$ cat config.mk
export PLATFORM = sky130hd
export DESIGN_NAME = sprite_animation_sequencer
export DESIGN_NICKNAME = d
export VERILOG_FILES = /design/src/rtl/sas_pkg.sv /design/src/rtl/sas_ctrl.sv /design/src/rtl/sas_datapath.sv /design/src/rtl/sprite_animation_sequencer.sv
export SDC_FILE = /design/constraint.sdc
export NUM_CORES = 1
export LEC_CHECK = 0
export BUFFER_PORTS_ARGS = -buffer_cell sky130_fd_sc_hd__buf_2
export CORE_MARGIN = 2
export CORE_UTILIZATION = 40
export CTS_CLUSTER_DIAMETER = 60
export DETAILED_ROUTE_END_ITERATION = 7
export GPL_ROUTABILITY_DRIVEN = 1
export SLEW_MARGIN = 40
export SYNTH_ARGS = -nofsm -noshare
export SYNTH_HDL_FRONTEND = slang
export SYNTH_SLANG_ARGS = --single-unit
export TNS_END_PERCENT = 1
$ cat constraint.sdc
create_clock -name i_clk -period 14.73 [get_ports i_clk]
set_clock_uncertainty 0.15 [all_clocks]
set_input_delay 0.7365 -clock i_clk [delete_from_list [all_inputs] [get_ports i_clk]]
set_output_delay 0.7365 -clock i_clk [all_outputs]
set_load 0.005 [all_outputs]
$ cat src/rtl/sas_pkg.sv
package sas_pkg;

    // Field and storage widths.
    localparam int DUR_W       = 16;
    localparam int FW_W        = 12;
    localparam int TIU_W       = 3;
    localparam int TABLE_W     = 32;
    localparam int LINKS_W     = 12;
    localparam int LINK_W      = 3;
    localparam int ROW_W       = 2;
    localparam int OFFSET_W    = 24;
    localparam int TIME_W      = 24;
    localparam int SUM_W       = TIME_W + 1;
    localparam int LEN_W       = 24;
    localparam int FRAME_W     = 8;
    localparam int ELAPSED_W   = 16;
    localparam int X_W         = 20;
    localparam int Y_W         = 14;
    localparam int CNT_W       = 5;

    // Shift-subtract step counts of the shared divider.
    localparam int MOD_STEPS   = SUM_W;
    localparam int FRAME_STEPS = FRAME_W;

    // Stream and configuration port widths.
    localparam int S_DATA_W    = 24;
    localparam int S_USER_W    = 2;
    localparam int M_DATA_W    = 64;
    localparam int M_USER_W    = 1;
    localparam int CFG_IDX_W   = 3;
    localparam int CFG_DATA_W  = 32;

    typedef enum logic [1:0] {
        KIND_TICK  = 2'd0,
        KIND_SET   = 2'd1,
        KIND_PAUSE = 2'd2,
        KIND_START = 2'd3
    } t_kind;

    typedef enum logic [2:0] {
        CFG_DURATION  = 3'd0,
        CFG_WIDTH     = 3'd1,
        CFG_HEIGHT    = 3'd2,
        CFG_TIMELINES = 3'd3,
        CFG_FRAMES    = 3'd4,
        CFG_LINKS     = 3'd5,
        CFG_START_ROW = 3'd6,
        CFG_START_OFS = 3'd7
    } t_cfg_idx;

    // Commands from the sequencer to the datapath.
    typedef struct packed {
        logic capture;
        logic start_apply;
        logic pause_apply;
        logic set_apply;
        logic mod_load;
        logic tick_apply;
        logic len_load;
        logic frame_load;
        logic div_step;
        logic frame_apply;
        logic out_load;
    } t_cmd;

    // Status from the datapath to the sequencer.
    typedef struct packed {
        t_kind kind;
        logic  tick_live;
        logic  set_switch;
        logic  link_switch;
        logic  div_done;
        logic  out_free;
    } t_status;

endpackage

$ cat src/rtl/sas_ctrl.sv
module sas_ctrl (
    input  logic             i_clk,
    input  logic             i_rst_n,
    input  logic             i_in_valid,
    input  sas_pkg::t_status i_status,
    output logic             o_in_ready,
    output sas_pkg::t_cmd    o_cmd
);
    import sas_pkg::*;

    typedef enum logic [8:0] {
        S_IDLE        = 9'b000000001,
        S_DECODE      = 9'b000000010,
        S_MOD         = 9'b000000100,
        S_TICK_APPLY  = 9'b000001000,
        S_LEN         = 9'b000010000,
        S_FRAME_LOAD  = 9'b000100000,
        S_FRAME_RUN   = 9'b001000000,
        S_FRAME_APPLY = 9'b010000000,
        S_OUT         = 9'b100000000
    } t_state;

    t_state r_state;
    t_state n_state;

    always_ff @(posedge i_clk) begin
        if (!i_rst_n) begin
            r_state <= S_IDLE;
        end else begin
            r_state <= n_state;
        end
    end

    assign o_in_ready = (r_state == S_IDLE);

    always_comb begin
        n_state = r_state;
        o_cmd   = '0;
        unique case (r_state)
            S_IDLE: begin
                if (i_in_valid) begin
                    o_cmd.capture = 1'b1;
                    n_state       = S_DECODE;
                end
            end
            S_DECODE: begin
                unique case (i_status.kind)
                    KIND_START: begin
                        o_cmd.start_apply = 1'b1;
                        n_state           = S_LEN;
                    end
                    KIND_PAUSE: begin
                        o_cmd.pause_apply = 1'b1;
                        n_state           = S_OUT;
                    end
                    KIND_SET: begin
                        o_cmd.set_apply = 1'b1;
                        n_state         = i_status.set_switch ? S_LEN : S_OUT;
                    end
                    KIND_TICK: begin
                        if (i_status.tick_live) begin
                            o_cmd.mod_load = 1'b1;
                            n_state        = S_MOD;
                        end else begin
                            n_state = S_OUT;
                        end
                    end
                    default: n_state = S_OUT;
                endcase
            end
            S_MOD: begin
                if (i_status.div_done) begin
                    n_state = S_TICK_APPLY;
                end else begin
                    o_cmd.div_step = 1'b1;
                end
            end
            S_TICK_APPLY: begin
                o_cmd.tick_apply = 1'b1;
                n_state          = i_status.link_switch ? S_LEN : S_FRAME_LOAD;
            end
            S_LEN: begin
                o_cmd.len_load = 1'b1;
                n_state        = (i_status.kind == KIND_SET) ? S_OUT : S_FRAME_LOAD;
            end
            S_FRAME_LOAD: begin
                o_cmd.frame_load = 1'b1;
                n_state          = S_FRAME_RUN;
            end
            S_FRAME_RUN: begin
                if (i_status.div_done) begin
                    n_state = S_FRAME_APPLY;
                end else begin
                    o_cmd.div_step = 1'b1;
                end
            end
            S_FRAME_APPLY: begin
                o_cmd.frame_apply = 1'b1;
                n_state           = S_OUT;
            end
            S_OUT: begin
                if (i_status.out_free) begin
                    o_cmd.out_load = 1'b1;
                    n_state        = S_IDLE;
                end
            end
            default: n_state = S_IDLE;
        endcase
    end

endmodule

$ cat src/rtl/sas_datapath.sv
module sas_datapath (
    input  logic                              i_clk,
    input  logic                              i_rst_n,
    input  sas_pkg::t_cmd                     i_cmd,
    output sas_pkg::t_status                  o_status,
    input  logic                              i_cfg_valid,
    input  logic [sas_pkg::CFG_IDX_W-1:0]     i_cfg_index,
    input  logic [sas_pkg::CFG_DATA_W-1:0]    i_cfg_data,
    input  logic [1:0]                        i_kind,
    input  logic [sas_pkg::ELAPSED_W-1:0]     i_elapsed,
    input  logic [sas_pkg::ROW_W-1:0]         i_target_row,
    input  logic                              i_emit_on_switch,
    input  logic                              i_pause_value,
    input  logic                              i_m_ready,
    output logic                              o_m_valid,
    output logic [sas_pkg::M_DATA_W-1:0]      o_m_data,
    output logic [sas_pkg::M_USER_W-1:0]      o_m_user
);
    import sas_pkg::*;

    // Configuration registers.
    logic [DUR_W-1:0]    r_cfg_dur;
    logic [FW_W-1:0]     r_cfg_fw;
    logic [FW_W-1:0]     r_cfg_fh;
    logic [TIU_W-1:0]    r_cfg_tiu;
    logic [TABLE_W-1:0]  r_cfg_frames;
    logic [LINKS_W-1:0]  r_cfg_links;
    logic [ROW_W-1:0]    r_cfg_srow;
    logic [OFFSET_W-1:0] r_cfg_soff;

    // Captured item.
    t_kind                r_kind;
    logic [ELAPSED_W-1:0] r_elapsed;
    logic [ROW_W-1:0]     r_target;
    logic                 r_emit_sw;
    logic                 r_pval;

    // Animation state.
    logic [ROW_W-1:0]   r_row;
    logic [TIME_W-1:0]  r_time;
    logic [FRAME_W-1:0] r_frame;
    logic               r_forced;
    logic [LEN_W-1:0]   r_len;
    logic               r_pause;
    logic               r_emit;
    logic               r_bad;
    logic               r_wrap;
    logic               r_sat;

    // Shared shift-subtract divider.
    logic [SUM_W-1:0] r_rem;
    logic [SUM_W-1:0] r_dvd;
    logic [LEN_W-1:0] r_dsr;
    logic [CNT_W-1:0] r_cnt;

    // Output stage.
    logic             r_m_valid;
    logic [X_W-1:0]   r_x;
    logic [Y_W-1:0]   r_y;
    logic [FW_W-1:0]  r_w;
    logic [FW_W-1:0]  r_h;
    logic [ROW_W-1:0] r_o_row;
    logic             r_o_pause;
    logic             r_o_bad;
    logic             r_o_emit;

    logic [DUR_W-1:0]   dur_eff;
    logic [FRAME_W-1:0] cur_frames;
    logic [LINK_W-1:0]  link;
    logic               linked;
    logic               start_ok;
    logic               target_ok;
    logic [SUM_W-1:0]   sum;
    logic [SUM_W-1:0]   shifted;
    logic               step_ge;
    logic [FRAME_W-1:0] quot_frame;
    logic               link_switch;
    logic               out_free;

    function automatic logic [FRAME_W-1:0] frames_of(input logic [TABLE_W-1:0] tbl,
                                                     input logic [ROW_W-1:0]   row);
        logic [FRAME_W-1:0] c;
        c = tbl[{row, 3'b000} +: FRAME_W];
        return (c == '0) ? FRAME_W'(1) : c;
    endfunction

    function automatic logic [LINK_W-1:0] link_of(input logic [LINKS_W-1:0] tbl,
                                                  input logic [ROW_W-1:0]   row);
        logic [LINK_W-1:0] l;
        case (row)
            2'd0:    l = tbl[2:0];
            2'd1:    l = tbl[5:3];
            2'd2:    l = tbl[8:6];
            default: l = tbl[11:9];
        endcase
        return l;
    endfunction

    assign dur_eff     = (r_cfg_dur == '0) ? DUR_W'(1) : r_cfg_dur;
    assign cur_frames  = frames_of(r_cfg_frames, r_row);
    assign link        = link_of(r_cfg_links, r_row);
    // A link is taken only to a row that is in use; code 7 and codes 4 to 6 mean none.
    assign linked      = !link[LINK_W-1] && (link < r_cfg_tiu);
    assign start_ok    = ({1'b0, r_cfg_srow} < r_cfg_tiu);
    assign target_ok   = ({1'b0, r_target} < r_cfg_tiu);
    assign sum         = {1'b0, r_time} + SUM_W'(r_elapsed);
    assign shifted     = {r_rem[SUM_W-2:0], r_dvd[SUM_W-1]};
    assign step_ge     = (shifted >= {1'b0, r_dsr});
    assign quot_frame  = r_sat ? {FRAME_W{1'b1}} : r_dvd[FRAME_W-1:0];
    assign link_switch = r_wrap && (link[ROW_W-1:0] != r_row);
    assign out_free    = !r_m_valid || i_m_ready;

    assign o_status.kind        = r_kind;
    assign o_status.tick_live   = !r_pause && (cur_frames != FRAME_W'(1)) && (r_len != '0);
    assign o_status.set_switch  = target_ok && (r_target != r_row);
    assign o_status.link_switch = link_switch;
    assign o_status.div_done    = (r_cnt == '0);
    assign o_status.out_free    = out_free;

    // Configuration writes.
    always_ff @(posedge i_clk) begin
        if (!i_rst_n) begin
            r_cfg_dur    <= DUR_W'(100);
            r_cfg_fw     <= FW_W'(32);
            r_cfg_fh     <= FW_W'(32);
            r_cfg_tiu    <= TIU_W'(1);
            r_cfg_frames <= TABLE_W'(32'h0101_0101);
            r_cfg_links  <= {LINKS_W{1'b1}};
            r_cfg_srow   <= '0;
            r_cfg_soff   <= '0;
        end else if (i_cfg_valid) begin
            unique case (t_cfg_idx'(i_cfg_index))
                CFG_DURATION:  r_cfg_dur    <= i_cfg_data[DUR_W-1:0];
                CFG_WIDTH:     r_cfg_fw     <= i_cfg_data[FW_W-1:0];
                CFG_HEIGHT:    r_cfg_fh     <= i_cfg_data[FW_W-1:0];
                CFG_TIMELINES: r_cfg_tiu    <= i_cfg_data[TIU_W-1:0];
                CFG_FRAMES:    r_cfg_frames <= i_cfg_data[TABLE_W-1:0];
                CFG_LINKS:     r_cfg_links  <= i_cfg_data[LINKS_W-1:0];
                CFG_START_ROW: r_cfg_srow   <= i_cfg_data[ROW_W-1:0];
                CFG_START_OFS: r_cfg_soff   <= i_cfg_data[OFFSET_W-1:0];
                default:       r_cfg_dur    <= r_cfg_dur;
            endcase
        end
    end

    // Item capture.
    always_ff @(posedge i_clk) begin
        if (i_cmd.capture) begin
            r_kind    <= t_kind'(i_kind);
            r_elapsed <= i_elapsed;
            r_target  <= i_target_row;
            r_emit_sw <= i_emit_on_switch;
            r_pval    <= i_pause_value;
        end
    end

    // Animation state updates.
    always_ff @(posedge i_clk) begin
        if (!i_rst_n) begin
            r_row    <= '0;
            r_time   <= '0;
            r_frame  <= '0;
            r_forced <= 1'b0;
            r_len    <= '0;
            r_pause  <= 1'b0;
            r_emit   <= 1'b0;
            r_bad    <= 1'b0;
        end else if (i_cmd.capture) begin
            r_emit <= 1'b0;
            r_bad  <= 1'b0;
        end else if (i_cmd.start_apply) begin
            r_row    <= start_ok ? r_cfg_srow : '0;
            r_bad    <= !start_ok;
            r_time   <= r_cfg_soff;
            r_forced <= 1'b1;
            r_pause  <= 1'b0;
        end else if (i_cmd.pause_apply) begin
            r_pause <= r_pval;
        end else if (i_cmd.set_apply) begin
            if (!target_ok) begin
                r_bad <= 1'b1;
            end else if (r_target != r_row) begin
                r_row   <= r_target;
                r_time  <= '0;
                r_frame <= '0;
                r_emit  <= r_emit_sw;
            end
        end else if (i_cmd.tick_apply) begin
            r_time <= r_rem[TIME_W-1:0];
            if (r_wrap) begin
                r_forced <= 1'b1;
            end
            if (link_switch) begin
                r_row   <= link[ROW_W-1:0];
                r_frame <= '0;
            end
        end else if (i_cmd.len_load) begin
            r_len <= LEN_W'(dur_eff) * LEN_W'(cur_frames);
        end else if (i_cmd.frame_apply) begin
            if (r_forced || (quot_frame != r_frame)) begin
                r_frame <= quot_frame;
                r_emit  <= 1'b1;
            end
            r_forced <= 1'b0;
        end
    end

    // Divider: remainder of the new time by the row length, then the frame index.
    always_ff @(posedge i_clk) begin
        if (!i_rst_n) begin
            r_cnt <= '0;
        end else if (i_cmd.mod_load) begin
            r_cnt <= CNT_W'(MOD_STEPS);
        end else if (i_cmd.frame_load) begin
            r_cnt <= CNT_W'(FRAME_STEPS);
        end else if (i_cmd.div_step) begin
            r_cnt <= r_cnt - 1'b1;
        end
    end

    always_ff @(posedge i_clk) begin
        if (i_cmd.mod_load) begin
            r_rem  <= '0;
            r_dvd  <= sum;
            r_dsr  <= r_len;
            r_wrap <= linked && (sum >= {1'b0, r_len});
        end else if (i_cmd.frame_load) begin
            // The upper bits already reaching the duration mean an index past 255.
            r_sat <= (r_time[TIME_W-1:FRAME_W] >= dur_eff);
            r_rem <= SUM_W'(r_time[TIME_W-1:FRAME_W]);
            r_dvd <= {r_time[FRAME_W-1:0], {(SUM_W-FRAME_W){1'b0}}};
            r_dsr <= LEN_W'(dur_eff);
        end else if (i_cmd.div_step) begin
            r_rem <= step_ge ? (shifted - {1'b0, r_dsr}) : shifted;
            r_dvd <= {r_dvd[SUM_W-2:0], step_ge};
        end
    end

    // Output register.
    always_ff @(posedge i_clk) begin
        if (!i_rst_n) begin
            r_m_valid <= 1'b0;
        end else if (i_cmd.out_load) begin
            r_m_valid <= 1'b1;
        end else if (i_m_ready) begin
            r_m_valid <= 1'b0;
        end
    end

    always_ff @(posedge i_clk) begin
        if (i_cmd.out_load) begin
            r_o_emit  <= r_emit;
            r_x       <= r_emit ? (X_W'(r_frame) * X_W'(r_cfg_fw)) : '0;
            r_y       <= r_emit ? (Y_W'(r_row) * Y_W'(r_cfg_fh)) : '0;
            r_w       <= r_emit ? r_cfg_fw : '0;
            r_h       <= r_emit ? r_cfg_fh : '0;
            r_o_row   <= r_row;
            r_o_pause <= r_pause;
            r_o_bad   <= r_bad;
        end
    end

    assign o_m_valid = r_m_valid;
    assign o_m_user  = r_o_emit;
    assign o_m_data  = {2'b00, r_o_bad, r_o_pause, r_o_row, r_h, r_w, r_y, r_x};

endmodule

$ cat src/rtl/sprite_animation_sequencer.sv
// Channel     Direction  Handshake                         Payload
// s_axis      in         i_s_axis_tvalid / o_s_axis_tready  tdata 24 b, tuser 2 b
// m_axis      out        o_m_axis_tvalid / i_m_axis_tready  tdata 64 b, tuser 1 b
// cfg         in         i_cfg_valid / o_cfg_ready          index 3 b, data 32 b
//
// A tick that advances time runs a 25-step shift-subtract remainder by the timeline
// length and then an 8-step frame division, both on one shared divider unit; when a
// link moves it to another timeline, the new length is loaded between the two. Start
// items load the length and divide for the frame; set-timeline items load the length
// only when they switch; pause items and idle ticks go straight to the output register.
// One item is worked on at a time; the next one is taken as soon as the result has
// moved into the output register, even while that result still waits for i_m_axis_tready.
// Reset is synchronous and active low; it restores the register defaults and clears
// the animation state. Configuration writes are always taken.
module sprite_animation_sequencer (
    input  logic                               i_clk,
    input  logic                               i_rst_n,
    input  logic                               i_s_axis_tvalid,
    output logic                               o_s_axis_tready,
    // elapsed [15:0], target_row [17:16], emit_on_switch [18], pause_value [19], zeros above
    input  logic [sas_pkg::S_DATA_W-1:0]       i_s_axis_tdata,
    // kind [1:0]
    input  logic [sas_pkg::S_USER_W-1:0]       i_s_axis_tuser,
    output logic                               o_m_axis_tvalid,
    input  logic                               i_m_axis_tready,
    // sheet_x [19:0], sheet_y [33:20], rect_width [45:34], rect_height [57:46],
    // active_row [59:58], is_paused [60], bad_row [61], zeros above
    output logic [sas_pkg::M_DATA_W-1:0]       o_m_axis_tdata,
    // frame_valid [0]
    output logic [sas_pkg::M_USER_W-1:0]       o_m_axis_tuser,
    input  logic                               i_cfg_valid,
    output logic                               o_cfg_ready,
    input  logic [sas_pkg::CFG_IDX_W-1:0]      i_cfg_index,
    input  logic [sas_pkg::CFG_DATA_W-1:0]     i_cfg_data
);
    import sas_pkg::*;

    t_cmd    s_cmd;
    t_status s_status;
    logic    s_in_ready;

    // The register file never stalls a write.
    assign o_cfg_ready     = 1'b1;
    assign o_s_axis_tready = s_in_ready;

    sas_ctrl u_ctrl (
        .i_clk      (i_clk),
        .i_rst_n    (i_rst_n),
        .i_in_valid (i_s_axis_tvalid),
        .i_status   (s_status),
        .o_in_ready (s_in_ready),
        .o_cmd      (s_cmd)
    );

    sas_datapath u_datapath (
        .i_clk            (i_clk),
        .i_rst_n          (i_rst_n),
        .i_cmd            (s_cmd),
        .o_status         (s_status),
        .i_cfg_valid      (i_cfg_valid),
        .i_cfg_index      (i_cfg_index),
        .i_cfg_data       (i_cfg_data),
        .i_kind           (i_s_axis_tuser[1:0]),
        .i_elapsed        (i_s_axis_tdata[15:0]),
        .i_target_row     (i_s_axis_tdata[17:16]),
        .i_emit_on_switch (i_s_axis_tdata[18]),
        .i_pause_value    (i_s_axis_tdata[19]),
        .i_m_ready        (i_m_axis_tready),
        .o_m_valid        (o_m_axis_tvalid),
        .o_m_data         (o_m_axis_tdata),
        .o_m_user         (o_m_axis_tuser)
    );

    // In the cycle after an input transfer the block is busy.
    a_busy_after_transfer : assert property (
        @(posedge i_clk) disable iff (!i_rst_n)
        (i_s_axis_tvalid && o_s_axis_tready) |=> !o_s_axis_tready
    ) else $error("input accepted twice in a row");

    // A result without a rectangle carries zeros in the rectangle fields.
    a_no_rect_zero : assert property (
        @(posedge i_clk) disable iff (!i_rst_n)
        (o_m_axis_tvalid && !o_m_axis_tuser[0]) |-> (o_m_axis_tdata[57:0] == '0)
    ) else $error("rectangle fields set without frame_valid");

    // The shared divider is never mid-run while the block takes a new item.
    a_div_idle : assert property (
        @(posedge i_clk) disable iff (!i_rst_n)
        o_s_axis_tready |-> s_status.div_done
    ) else $error("divider still running while ready");

endmodule
* Word level (Yosys, flattened, before mapping) *
Index checks and enable logic that the tools add are counted.

word-level totals
  flip-flop bits (word level) = 350
  output and inout bits = 68
  logic and storage cells = 240

operators by class
  add/subtract/negate cells = 3
  multiply operators = 3
  magnitude comparators = 6
  eq/ne operators = 42
  shifts and indexed selects = 1
  muxes and demuxes = 85
  bitwise logic cells = 7
  reduce and logical (&&, ||, !) cells = 54

operators with widths
  operator                                        count
  two-way mux 24 bit                              9
  one-hot mux 9 bit (9 select lines)              1
  two-way mux 8 bit                               10
  two-way mux 25 bit                              3
  two-way mux 9 bit                               7
  >= comparator 25 x 24 -> 1 bit                  2
  two-way mux 16 bit                              3
  two-way mux 1 bit                               37
  one-hot mux 9 bit (4 select lines)              1
  indexed part select 32 x 6 -> 8 bit             1
  adder 24 x 16 -> 25 bit                         1
  multiplier 16 x 8 -> 24 bit                     1
  nonzero test 24 bit                             1
  subtractor 24 bit                               1
  multiplier 8 x 12 -> 20 bit                     1
  AND reduction 2 bit                             10
  != test 3 x 1 -> 1 bit (second input constant)  6
  AND reduction 6 bit                             3
  nonzero test 3 bit                              6
  >= comparator 16 bit                            1
  zero test 16 bit                                1
  two-way mux 2 bit                               8
  two-way mux 5 bit                               3
  multiplier 2 x 12 -> 14 bit                     1
  other kinds (41)                                83

* Longest topological paths before layout *
Gate-level depths: netlist (run 1).

  depth after elaboration = 12
  mapped depth = 23

* Hierarchy *
Synthesis (run 1) repeated with hierarchy kept, for this count alone.

unflattened totals
  cells, all modules = 2774
  area, all modules = 25004.0 µm²

modules (own cells, without submodules)
  module                      instances  cells each  area each (µm²)
  sas_datapath                1          2694        24308.3
  sas_ctrl                    1          78          684.4
  sprite_animation_sequencer  1          2           11.3

* Worst setup path after synthesis (run 1) *
Ideal clock, no wire load.

  kind = register to register
  from = reg u_datapath.r_row[0]
  to = reg u_datapath.r_len[23]
  library setup time = 122 ps
  arrival time = 6121 ps
  data required time = 14458 ps
  path slack = 8337 ps
  stages on the path, launching flop included = 23
  path buffers = 2
  cells stage by stage = dfxtp_1 buf_6 mux4_2 or4_4 nor4_4 nor2_1 clkbuf_1 nor2_1 fa_1 fa_1 inv_1 fa_1 inv_1 ha_1 o21a_1 o21a_1 a21boi_0 o31ai_1 o21ai_0 o41ai_1 o221ai_1 xnor2_1 o21ai_0

between the ends
  cells in the longest elaborated chain, start to end = 4

ends and longest elaborated chain
  what                                   RTL line             RTL
  from (decl)                            sas_datapath.sv:39   logic [ROW_W-1:0] r_row;
  from (signal assigned)                 sas_datapath.sv:172  r_row <= start_ok ? r_cfg_srow : '0;
  from (signal assigned)                 sas_datapath.sv:183  r_row <= r_target;
  from (signal assigned)                 sas_datapath.sv:194  r_row <= link[ROW_W-1:0];
  indexed part select 32 x 6 -> 8 bit *  sas_datapath.sv:83   c = tbl[{row, 3'b000} +: FRAME_W];
  zero test 8 bit                        sas_datapath.sv:84   return (c == '0) ? FRAME_W'(1) : c;
  two-way mux 8 bit *                    sas_datapath.sv:84
  multiplier 16 x 8 -> 24 bit *          sas_datapath.sv:198  r_len <= LEN_W'(dur_eff) * LEN_W'(cur_frames);
  to (signal assigned)                   sas_datapath.sv:198
  to (decl)                              sas_datapath.sv:43   logic [LEN_W-1:0] r_len;

Every way passes the cells marked *; elsewhere a longest branch is shown, timed or not.
A chain may end at the register's enable or synchronous reset.

* Final worst setup path (run 1) *
Same ends and word-level chain as after synthesis.

==> out/summary.txt, run 1 <==
commonest non-fill, non-tap cell in the layout: nand2_1
reg2reg end: u_datapath.r_len[23]
worst r2r src: u_datapath.r_row[0]
die area: 63600 sq um
crit-path max FO: 26
register area share after synthesis: 34.0%
Setup Crit Path Kind: register to register
initial cell density of the core: 40.7%
Rel. slew slack: 45.7%
Longest Clk Path Bufs: 3
TritonCTS Sinks: 350
total power per unit cell area: 87.5 nW/um^2
worst slew pin tran: 0.806 ns
Hold-fix buffers, CTS: 0
Chip Width: 252 microns
startpoint types: register
first-pass GRT wire length: 110000 microns
cell area after synthesis: 24600 sq um
CTS Buf Count: 45
# IOs: 134
Yosys top cell area share: 17.4%
Tcrit/Tclk final: 52.4%
Max VDD drop: 74.6 uV
total negative setup slack: 0 ns
#FFs+latches synth: 350
fmax: 0.129 GHz
Final Core Density: 45.3%
drt first-iter violations: 1187
Root Driver: clkbuf_16
H-Tree Depth: 2
Worst Hold Class: primary input to register
Synth area leaders: dfxtp_1 (17%), edfxtp_1 (17%), fa_1 (12%), ha_1 (9.2%), nand2_1 (6.8%)
cell count of the worst reg-to-reg path: 21
post-CTS sizing: 0
Nets: 3222
Final HPWL DP: 51900 microns
# setup viols final: 0
crit path time final: 7.72 ns
Mean Syn Cell Area: 8.89 sq um
outcome: finished clean
Clock Pin Slew Worst Setup and Hold Paths: 0.06 ns
pin count of the biggest net entering global routing: 83
Core Rows: 90
fill count: 5870
hold depth: 1
core box area: 60600 sq um
RSZ-0062 raised after global routing: no
Initial DRT Pass Iterations: 6
GR Overflow Total: 0
IO buf count: 126
commonest non-fill, non-tap cells in the layout: nand2_1 (448), inv_1 (262), dfxtp_1 (214), and2_1 (189)
Synth warnings: 0
total track usage: 21.9%
number of post-CTS setup repair buffers: 0
number of synthesized flops with an enable pin: 136
Yosys cell types: 74
Final Hold Vio Count: 0
Max-Cap Viols: 0
Routed Antenna Nets: 0
critical path required time: 15.04 ns
die height: 252 microns
routed via count: 19808
asr flop ratio synth: 0%
Leak: 0.0120 uW
main flop type after synthesis: dfxtp_1
Worst setup EP type: register
ANT cells: 0
gpl congestion: 0.924
cell taking the most area after synthesis: dfxtp_1
WL per Instance: 18.9 microns
Vias/cell: 5.43
Max Slew Vio Count: 0
hold endpoint: u_datapath.r_elapsed[14]
Skew-Pair Late Insertion Delay: 0.58 ns
worst reg2reg setup slack: 7.01 ns
layout cell share with drive strength beyond 1: 9.26%
Hold Crit Start: i_s_axis_tdata[14]
DRT Wirelength: 68900 microns
CTS tree: done
CP Data Arrival Time: 8.03 ns
DRC Markers: 0
Post-Syn Instances: 2770
vias in the first global route: 20094
initial antenna violation count: 1
Area Overhead vs Synth: 11.5%
critical path, stage by stage, from the launching register on:
cell,delay [ns]
dfxtp_1,0.37
buf_4,0.39
mux4_2,0.77
or4_4,0.61
nor4_4,0.51
nor2_2,0.26
nor2_1,0.17
fa_1,0.45
fa_1,0.50
inv_1,0.06
fa_1,0.55
inv_1,0.05
ha_1,0.34
o21a_1,0.20
o21a_1,0.17
a21boi_0,0.16
o31ai_1,0.52
o21ai_0,0.32
o41ai_1,0.48
o221ai_1,0.25
xnor2_1,0.21
o21ai_0,0.09
registers in the layout, indices dropped and copies added, names as in the netlist, 14 cells and up:
signal	cells
u_datapath.r_cfg_frames	32
u_datapath.r_dvd	25
u_datapath.r_cfg_soff	24
u_datapath.r_dsr	24
u_datapath.r_len	24
u_datapath.r_rem	24
u_datapath.r_time	24
u_datapath.r_x	20
u_datapath.r_cfg_dur	16
u_datapath.r_elapsed	16
u_datapath.r_y	14
worst max-delay path by stage:
stage | start | end | slack [ns] | depth (start not counted)
after floorplan | u_datapath.r_row[0] | u_datapath.r_len[23] | 8.34 | 22
after global placement | u_datapath.r_row[0] | u_datapath.r_len[23] | 7.05 | 21
after detailed placement | u_datapath.r_row[0] | u_datapath.r_len[23] | 7.06 | 21
after CTS | u_datapath.r_row[0] | u_datapath.r_len[23] | 7.02 | 21
after global routing | u_datapath.r_row[0] | u_datapath.r_len[23] | 6.59 | 21
final | u_datapath.r_row[0] | u_datapath.r_len[23] | 7.01 | 21
cells by family (layout without fill, tap and decap cells):
family | after synthesis | in the layout | synth area share (%)
XOR/XNOR | 73 | 73 | 2.60
buffers and inverters | 405 | 497 | 6.44
flip-flops | 350 | 350 | 34.0
other | 2 | 3 | 0.0305
AND/OR/NAND/NOR | 1072 | 1072 | 20.7
multiplexers | 47 | 47 | 2.47
AO/OA/AOI/OAI | 493 | 493 | 12.6
adder cells (fa/ha/maj) | 328 | 328 | 21.1
synth_stat cells (all sizes together), types with 35 or more instances:
| library cell | count |
|---|---|
| nor2 | 181 |
| edfxtp | 136 |
| nand2 | 451 |
| clkbuf | 104 |
| o21ai | 90 |
| ha | 181 |
| a21o | 44 |
| dfxtp | 214 |
| xnor2 | 50 |
| nand3 | 81 |
| mux2i | 35 |
| buf | 35 |
| a21oi | 181 |
| and2 | 190 |
| fa | 147 |
| inv | 266 |
power breakdown:
| group | leakage [uW] | total (uW) | switching (uW) | internal [uW] |
|---|---|---|---|---|
| clock network | 0.000764 | 1120 | 449 | 675 |
| registers | 0.00309 | 1050 | 28.8 | 1030 |
| logic | 0.00811 | 224 | 144 | 80.6 |
| total | 0.0120 | 2400 | 621 | 1780 |
routing by layer:
metal	up-vias	GRT usage, %	part of all wire [%]
met4	2	10.1	4.7
li1	9442	-	-
met3	162	3.00	4.6
met1	9699	27.4	43
met5	-	0	0.020
met2	503	37.4	48
final cells by class:
class | count | area, sq um | share of cell area (%)
clock buffer | 66 | 1380 | 5.04
inverter | 266 | 1010 | 3.66
sequential | 350 | 8370 | 30.5
tap | 782 | 978 | 3.56
timing repair buffer | 149 | 856 | 3.12
multi-input combinational | 2016 | 14700 | 53.6
clock inverter | 16 | 148 | 0.538
per-stage QoR:
stage          area, sq um  total power (uW)  hold WS, ns  setup slack (ns)  std cells
2_1_floorplan        24600              1210        0.259              8.34       2771
3_3_place_gp         25800              1290        0.278              7.05       3556
3_5_place_dp         25800              1300        0.291              7.06       3559
4_1_cts              27400              2420        0.157              7.02       3641
5_1_grt              27500              2490        0.163              6.59       3645
6_report             27500              2400        0.183              7.01       3645
Note: power is estimated with default switching activity, not from simulation.
==> inputs of run 2 (changes only) <==
==> constraint.sdc (replaced) <==
create_clock -name i_clk -period 6.8 [get_ports i_clk]
set_clock_uncertainty 0.15 [all_clocks]
set_input_delay 0.34 -clock i_clk [delete_from_list [all_inputs] [get_ports i_clk]]
set_output_delay 0.34 -clock i_clk [all_outputs]
set_load 0.005 [all_outputs]
==> run 2 against run 1 <==
Net effect:
- hold slack worse by 0.18 ns
- combinational power up 130%
- highest routed layer is now met4
- flip-flop and latch count unchanged
- register-to-register slack worse by 6.6 ns
- critical endpoint unchanged
==> out/summary.txt, run 2 (synthesis results as in run 1) <==
Longest Clk Path Bufs: 3 (unchanged)
CTS Buf Count: 40 (-11%)
cell count of the worst reg-to-reg path: 19 (-9.5%)
Clock Pin Slew Worst Setup and Hold Paths: 0.06 ns (about the same)
gpl congestion: 0.937 (+1.3%)
layout cell share with drive strength beyond 1: 9.28% (+0.025 points)
Vias/cell: 5.40 (-0.68%)
Routed Antenna Nets: 0 (unchanged)
DRC Markers: 0 (unchanged)
crit-path max FO: 17 (-35%)
Nets: 3282 (+1.9%)
outcome: finished clean
GR Overflow Total: 0 (unchanged)
Final WS setup: 0.406 ns (-6.60 ns)
Rel. slew slack: 41.9% (-3.8 points)
Worst Hold Class: primary input to register
CP Data Arrival Time: 6.70 ns (-1.33 ns)
Regs by FF count: u_datapath.r_cfg_frames: 32 flops, u_datapath.r_dvd: 25 flops
dpl ws: 0.0410 ns (-7.02 ns)
startpoint types: register
total track usage: 22.3% (+0.48 points)
drt first-iter violations: 1252 (+5.5%)
die area: 63600 sq um (unchanged)
Hold Crit Start: i_s_axis_tvalid
total power per unit cell area: 178 nW/um^2 (+100%)
worst r2r src: u_datapath.r_row[0]
Root Driver: clkbuf_16
footprint of the multi-input gates: 14700 sq um (+0.14%)
crit path time final: 6.39 ns (-1.33 ns)
critical path required time: 7.11 ns (-7.93 ns)
total negative setup slack: 0 ns (unchanged)
Max VDD drop: 147 uV (+97%)
reg2reg end: u_datapath.r_len[23]
Final HPWL DP: 53100 microns (+2.3%)
max reg flops: 32 (unchanged)
Skew-Pair Late Insertion Delay: 0.59 ns (about the same)
Max-Cap Viols: 0 (unchanged)
hold depth: 3 (+2)
Setup Crit Path Kind: register to register
TritonCTS Sinks: 350 (unchanged)
IO buf count: 126 (unchanged)
first-pass GRT wire length: 112000 microns (+2.2%)
worst slew pin tran: 0.872 ns (+0.0659 ns)
RSZ-0062 raised after global routing: no
DRT Wirelength: 70400 microns (+2.1%)
die height: 252 microns (unchanged)
register with the most flip-flops: u_datapath.r_cfg_frames
commonest non-fill, non-tap cells in the layout: nand2_1 (447), inv_1 (262), dfxtp_1 (213), and2_1 (189)
CTS tree: done
Core Rows: 90 (unchanged)
initial cell density of the core: 40.7% (unchanged)
Area Overhead vs Synth: 13.0%
fill count: 5840 (-0.51%)
worst reg2reg setup slack: 0.41 ns (-6.60 ns)
vias in the first global route: 20385 (+1.4%)
FF/Latch Area: 8370 sq um (about the same)
Leak: 0.0121 uW (+1.3%)
commonest non-fill, non-tap cell in the layout: nand2_1
hold endpoint: u_ctrl.r_state[0]
routed via count: 19986 (+0.90%)
core box area: 60600 sq um (unchanged)
WL per Instance: 19.0 microns (+0.51%)
# IOs: 134 (unchanged)
Chip Width: 252 microns (unchanged)
# setup viols final: 0 (unchanged)
H-Tree Depth: 2 (unchanged)
Worst setup EP type: register
Tcrit/Tclk final: 94.0% (+42 points)
Initial DRT Pass Iterations: 5 (-1)
fmax: 0.156 GHz (+21%)
initial antenna violation count: 0 (-1)
pin count of the biggest net entering global routing: 104 (+25%)
Max Slew Vio Count: 0 (unchanged)
Final Hold Vio Count: 0 (unchanged)
[run 2: changes by cell type in the layout (fill, tap and decap cells not counted), sizes merged]
| cell | change |
|---|---|
| buf | +11 |
| bufinv | -1 |
| clkbuf | -10 |
| clkinv | +4 |
| clkinvlp | +2 |
| diode | +1 |
| dlygate4sd3 | +54 |
| inv | -3 |
[run 2: where the power goes]
group	switching [uW]	leakage [uW]	total [uW]	internal [uW]
combinational	318	0.00838	514	196
clock	941	0.000647	2160	1220
sequential	62.1	0.00309	2280	2220
total	1320	0.0121	4960	3640
[run 2: final cells by class]
| type | count | share of cell area [%] |
|---|---|---|
| Timing Repair Buffer | 214 | 5.15 |
| Sequential cell | 350 | 30.1 |
| Tap cell | 782 | 3.51 |
| Multi-Input combinational cell | 2016 | 52.9 |
| Inverter | 266 | 3.61 |
| Clock inverter | 18 | 0.503 |
| Clock buffer | 56 | 4.22 |
| Antenna cell | 1 | 0.00899 |
[run 2: worst max-delay path, stage by stage (launching register included)]
cell	delay, ns
dfxtp_2	0.46
buf_4	0.17
mux4_2	0.72
and2_1	0.28
fa_1	0.56
fa_1	0.46
fa_1	0.55
inv_1	0.06
fa_1	0.53
inv_1	0.04
ha_1	0.33
o21a_1	0.20
o21a_1	0.16
a21boi_0	0.18
o31ai_2	0.33
o21ai_0	0.23
o41ai_2	0.36
o221ai_1	0.23
xnor2_1	0.19
o21ai_0	0.08
[run 2: worst max-delay path by stage]
stage                         from                   end  slack (ns)  depth (start not counted)
3_3_place_gp   u_datapath.r_row[0]  u_datapath.r_len[23]        0.11                         20
6_report       u_datapath.r_row[0]  u_datapath.r_len[23]        0.41                         19
5_1_grt        u_datapath.r_row[0]  u_datapath.r_len[23]        0.02                         20
4_1_cts        u_datapath.r_row[0]  u_datapath.r_len[23]        0.14                         19
3_5_place_dp   u_datapath.r_row[0]  u_datapath.r_len[23]        0.04                         19
2_1_floorplan  u_datapath.r_row[0]  u_datapath.r_len[23]        0.41                         22
[run 2: metal layers]
layer  wire, microns  up-vias  GRT usage [%]
met3            3740      134           2.97
li1                -     9556              -
met4            2730        0           9.18
met5               0        -              0
met2           34600      553           38.6
met1           29300     9743           28.1
[run 2: timing repair]
item	CTS	global route
hold buffers	54	0
setup buffers	0	0
endpoints found under the setup margin	1	5
hold endpoints to repair	123	0
gates resized for setup	1	3
[run 2: stage by stage]
step           cell area [sq um]  utilization, %  cells  hold slack (ns)  total power (uW)
6_report                   27800            46.0   3703          0.00168              4960
5_1_grt                    27800            45.9   3702           0.0286              5140
4_1_cts                    27800            45.9   3702          0.00263              5000
3_5_place_dp               26000            42.9   3574            0.280              2810
3_3_place_gp               25900            42.7   3569            0.282              2800
2_1_floorplan              24600               -   2771            0.259              2620
==> inputs of run 3 (changes only) <==
--- a/config.mk
+++ b/config.mk
@@ -6,11 +6,12 @@
 export NUM_CORES = 1
 export LEC_CHECK = 0
 export BUFFER_PORTS_ARGS = -buffer_cell sky130_fd_sc_hd__buf_2
-export CORE_MARGIN = 2
 export CORE_UTILIZATION = 40
 export CTS_CLUSTER_DIAMETER = 60
 export DETAILED_ROUTE_END_ITERATION = 7
 export GPL_ROUTABILITY_DRIVEN = 1
+export RECOVER_POWER = 25
+export SETUP_SLACK_MARGIN = 0.2
 export SLEW_MARGIN = 40
 export SYNTH_ARGS = -nofsm -noshare
 export SYNTH_HDL_FRONTEND = slang
==> run 3 against run 2 <==
Net effect:
- the run now ends with capacitance limit, slew limit left
- count of clock-buffer cells in the layout increased by 7
- critical path depth unchanged
- maximum frequency increased by 1.6%
- via count about the same
- sequential power about the same
- power increased by 2.8%
- combinational power about the same
- final area increased by 0.51%
- non-clock buffer count increased by 8
- die area decreased by 1.6%
- register-to-register slack improved by 0.099 ns
- first-iteration DRC count decreased by 3.9%
- critical endpoint is now u_datapath.r_len[21]
- largest cell class unchanged
- largest power group is now clock
- highest routed layer unchanged
==> out/summary.txt, run 3 (synthesis results as in run 1) <==
outcome: finished with violations
failing checks: capacitance limit, slew limit
# IOs: 134 (unchanged)
DRC Markers: 0 (unchanged)
fmax: 0.159 GHz (+1.6%)
pin count of the biggest net entering global routing: 95 (-8.7%)
Final HPWL DP: 53100 microns (about the same)
Chip Width: 250 microns (-0.79%)
Rel. slew slack: -39.6% (-81 points)
Root Driver: clkbuf_16
first-pass GRT wire length: 111000 microns (-0.52%)
CTS Buf Count: 43 (+7.5%)
Clock Pin Slew Worst Setup and Hold Paths: 0.06 ns (about the same)
Worst Hold Class: primary input to register
GR Overflow Total: 0 (unchanged)
die area: 62600 sq um (-1.6%)
startpoint types: register
IO buf count: 126 (unchanged)
DRT Wirelength: 70300 microns (-0.14%)
routed via count: 20005 (+0.095%)
total power per unit cell area: 182 nW/um^2 (+2.2%)
worst slew pin tran: 2.09 ns (+1.22 ns)
Tcrit/Tclk final: 92.6% (-1.5 points)
final non-filler cell total: 3715 (+0.32%)
vias in the first global route: 20182 (-1.0%)
total power: 5100 uW (+2.8%)
post-route cell area: 28000 sq um (+0.51%)
drt first-iter violations: 1203 (-3.9%)
commonest non-fill, non-tap cells in the layout: nand2_1 (447), inv_1 (262), dfxtp_1 (213), a21oi_1 (181), ha_1 (181)
Max Slew Vio Count: 95 (+95)
RSZ-0062 raised after global routing: no
total track usage: 22.6% (+0.25 points)
crit-path max FO: 10 (-7)
Int Pwr: 3780 uW (+3.7%)
Max VDD drop: 144 uV (-1.5%)
Routed Antenna Nets: 0 (unchanged)
initial cell density of the core: 40.7% (unchanged)
ANT cells: 0 (-1)
register with the most flip-flops: u_datapath.r_cfg_frames
Longest Clk Path Bufs: 3 (unchanged)
commonest non-fill, non-tap cell in the layout: nand2_1
layout cell share with drive strength beyond 1: 8.86% (-0.42 points)
Area Overhead vs Synth: 13.6%
Post-DP Area: 26000 sq um (+0.13%)
CP Data Arrival Time: 6.62 ns (-0.08 ns)
Worst setup EP type: register
# setup viols final: 0 (unchanged)
combinational power share: 10.1% (-0.3 points)
max reg flops: 32 (unchanged)
TritonCTS Sinks: 350 (unchanged)
Clock Power Share: 45.2% (+1.6 points)
Vias/cell: 5.38 (-0.23%)
crit path time final: 6.29 ns (-0.0992 ns)
Regs by FF count: u_datapath.r_cfg_frames: 32 flops, u_datapath.r_dvd: 25 flops
Final Hold Vio Count: 0 (unchanged)
Skew-Pair Late Insertion Delay: 0.57 ns (-0.02 ns)
Max-Cap Viols: 3 (+3)
WL per Instance: 18.9 microns (-0.46%)
Nets: 3293 (+0.34%)
Final Core Density: 46.2% (+0.23 points)
Initial DRT Pass Iterations: 7 (+2)
total negative setup slack: 0 ns (unchanged)
initial antenna violation count: 0 (unchanged)
H-Tree Depth: 2 (unchanged)
gpl congestion: 0.921 (-1.7%)
FF/Latch Area: 8370 sq um (about the same)
CTS tree: done
die height: 250 microns (-0.79%)
fill count: 5812 (-0.48%)
sw power: 1320 uW (+0.27%)
Switching Fraction: 26.0% (-0.64 points)
placed cell count: 3579 (+0.14%)
footprint of the multi-input gates: 14700 sq um (-0.13%)
Core Rows: 90 (unchanged)
Setup Crit Path Kind: register to register
Leak: 0.0121 uW (+0.17%)
sequential power share: 44.7% (-1.3 points)
core box area: 60600 sq um (unchanged)
critical path required time: 7.13 ns (+0.02 ns)
[run 3: cell type report]
cell class / count / share of cell area (%)
well taps: 782 / 3.50
repair buffers: 222 / 5.27
inverters: 266 / 3.60
flip-flops and latches: 350 / 29.9
multi-input cells: 2016 / 52.6
clock inverters: 16 / 0.411
clock buffers: 63 / 4.71
[run 3: repair_timing]
item                       CTS  global route
hold buffers                53             0
hold endpoints to repair   120             0
setup endpoints to repair    2             4
buffers inserted             0             2
pin swaps                    0             3
resized for setup            2             4
[run 3: critical path: stages (launching register included)]
cell     delay, ns
dfxtp_4       0.42
buf_4         0.16
mux4_2        0.63
buf_4         0.23
and2_1        0.18
fa_1          0.55
fa_1          0.44
fa_1          0.54
inv_1         0.06
fa_1          0.53
inv_1         0.04
ha_1          0.35
a21o_1        0.18
a211o_1       0.32
o31ai_2       0.29
o21ai_1       0.18
o41ai_2       0.42
mux2i_1       0.24
o21ai_0       0.11
a21oi_1       0.18
[run 3: layer usage]
layer / vias to the layer above / part of all wire (%) / track usage [%]
met1: 9745 / 42 / 28.2
met4: 0 / 3.8 / 8.97
met5: - / 0 / 0
met2: 541 / 49 / 38.9
li1: 9568 / - / -
met3: 151 / 5.0 / 3.60
[run 3: power groups by stage]
| stage | Clock, uW | Sequential [uW] | Combinational (uW) |
|---|---|---|---|
| 5_1_grt | 2430 | 2280 | 572 |
| 3_5_place_dp | 0 | 2320 | 489 |
| 2_1_floorplan | 0 | 2290 | 329 |
| 4_1_cts | 2360 | 2280 | 516 |
| 6_report | 2300 | 2280 | 516 |
| 3_3_place_gp | 0 | 2320 | 477 |
[run 3: worst paths after layout]
check	start	to	slack, ns	cells after the start
max	u_datapath.r_row[0]	u_datapath.r_len[21]	0.51	19
min	i_s_axis_tvalid	u_ctrl.r_state[0]	0.004	3
max reg2reg	u_datapath.r_row[0]	u_datapath.r_len[21]	0.51	19
min reg2reg	u_datapath.r_bad	u_datapath.r_o_bad	0.29	0
[run 3: metrics by stage]
step / setup WS [ns] / hold WS [ns]
after global routing: 0.222 / 0.00198
final: 0.505 / 0.00426
after global placement: 0.0922 / 0.283
after floorplan: 0.407 / 0.259
after CTS: 0.295 / 0.00110
after detailed placement: 0.0332 / 0.279
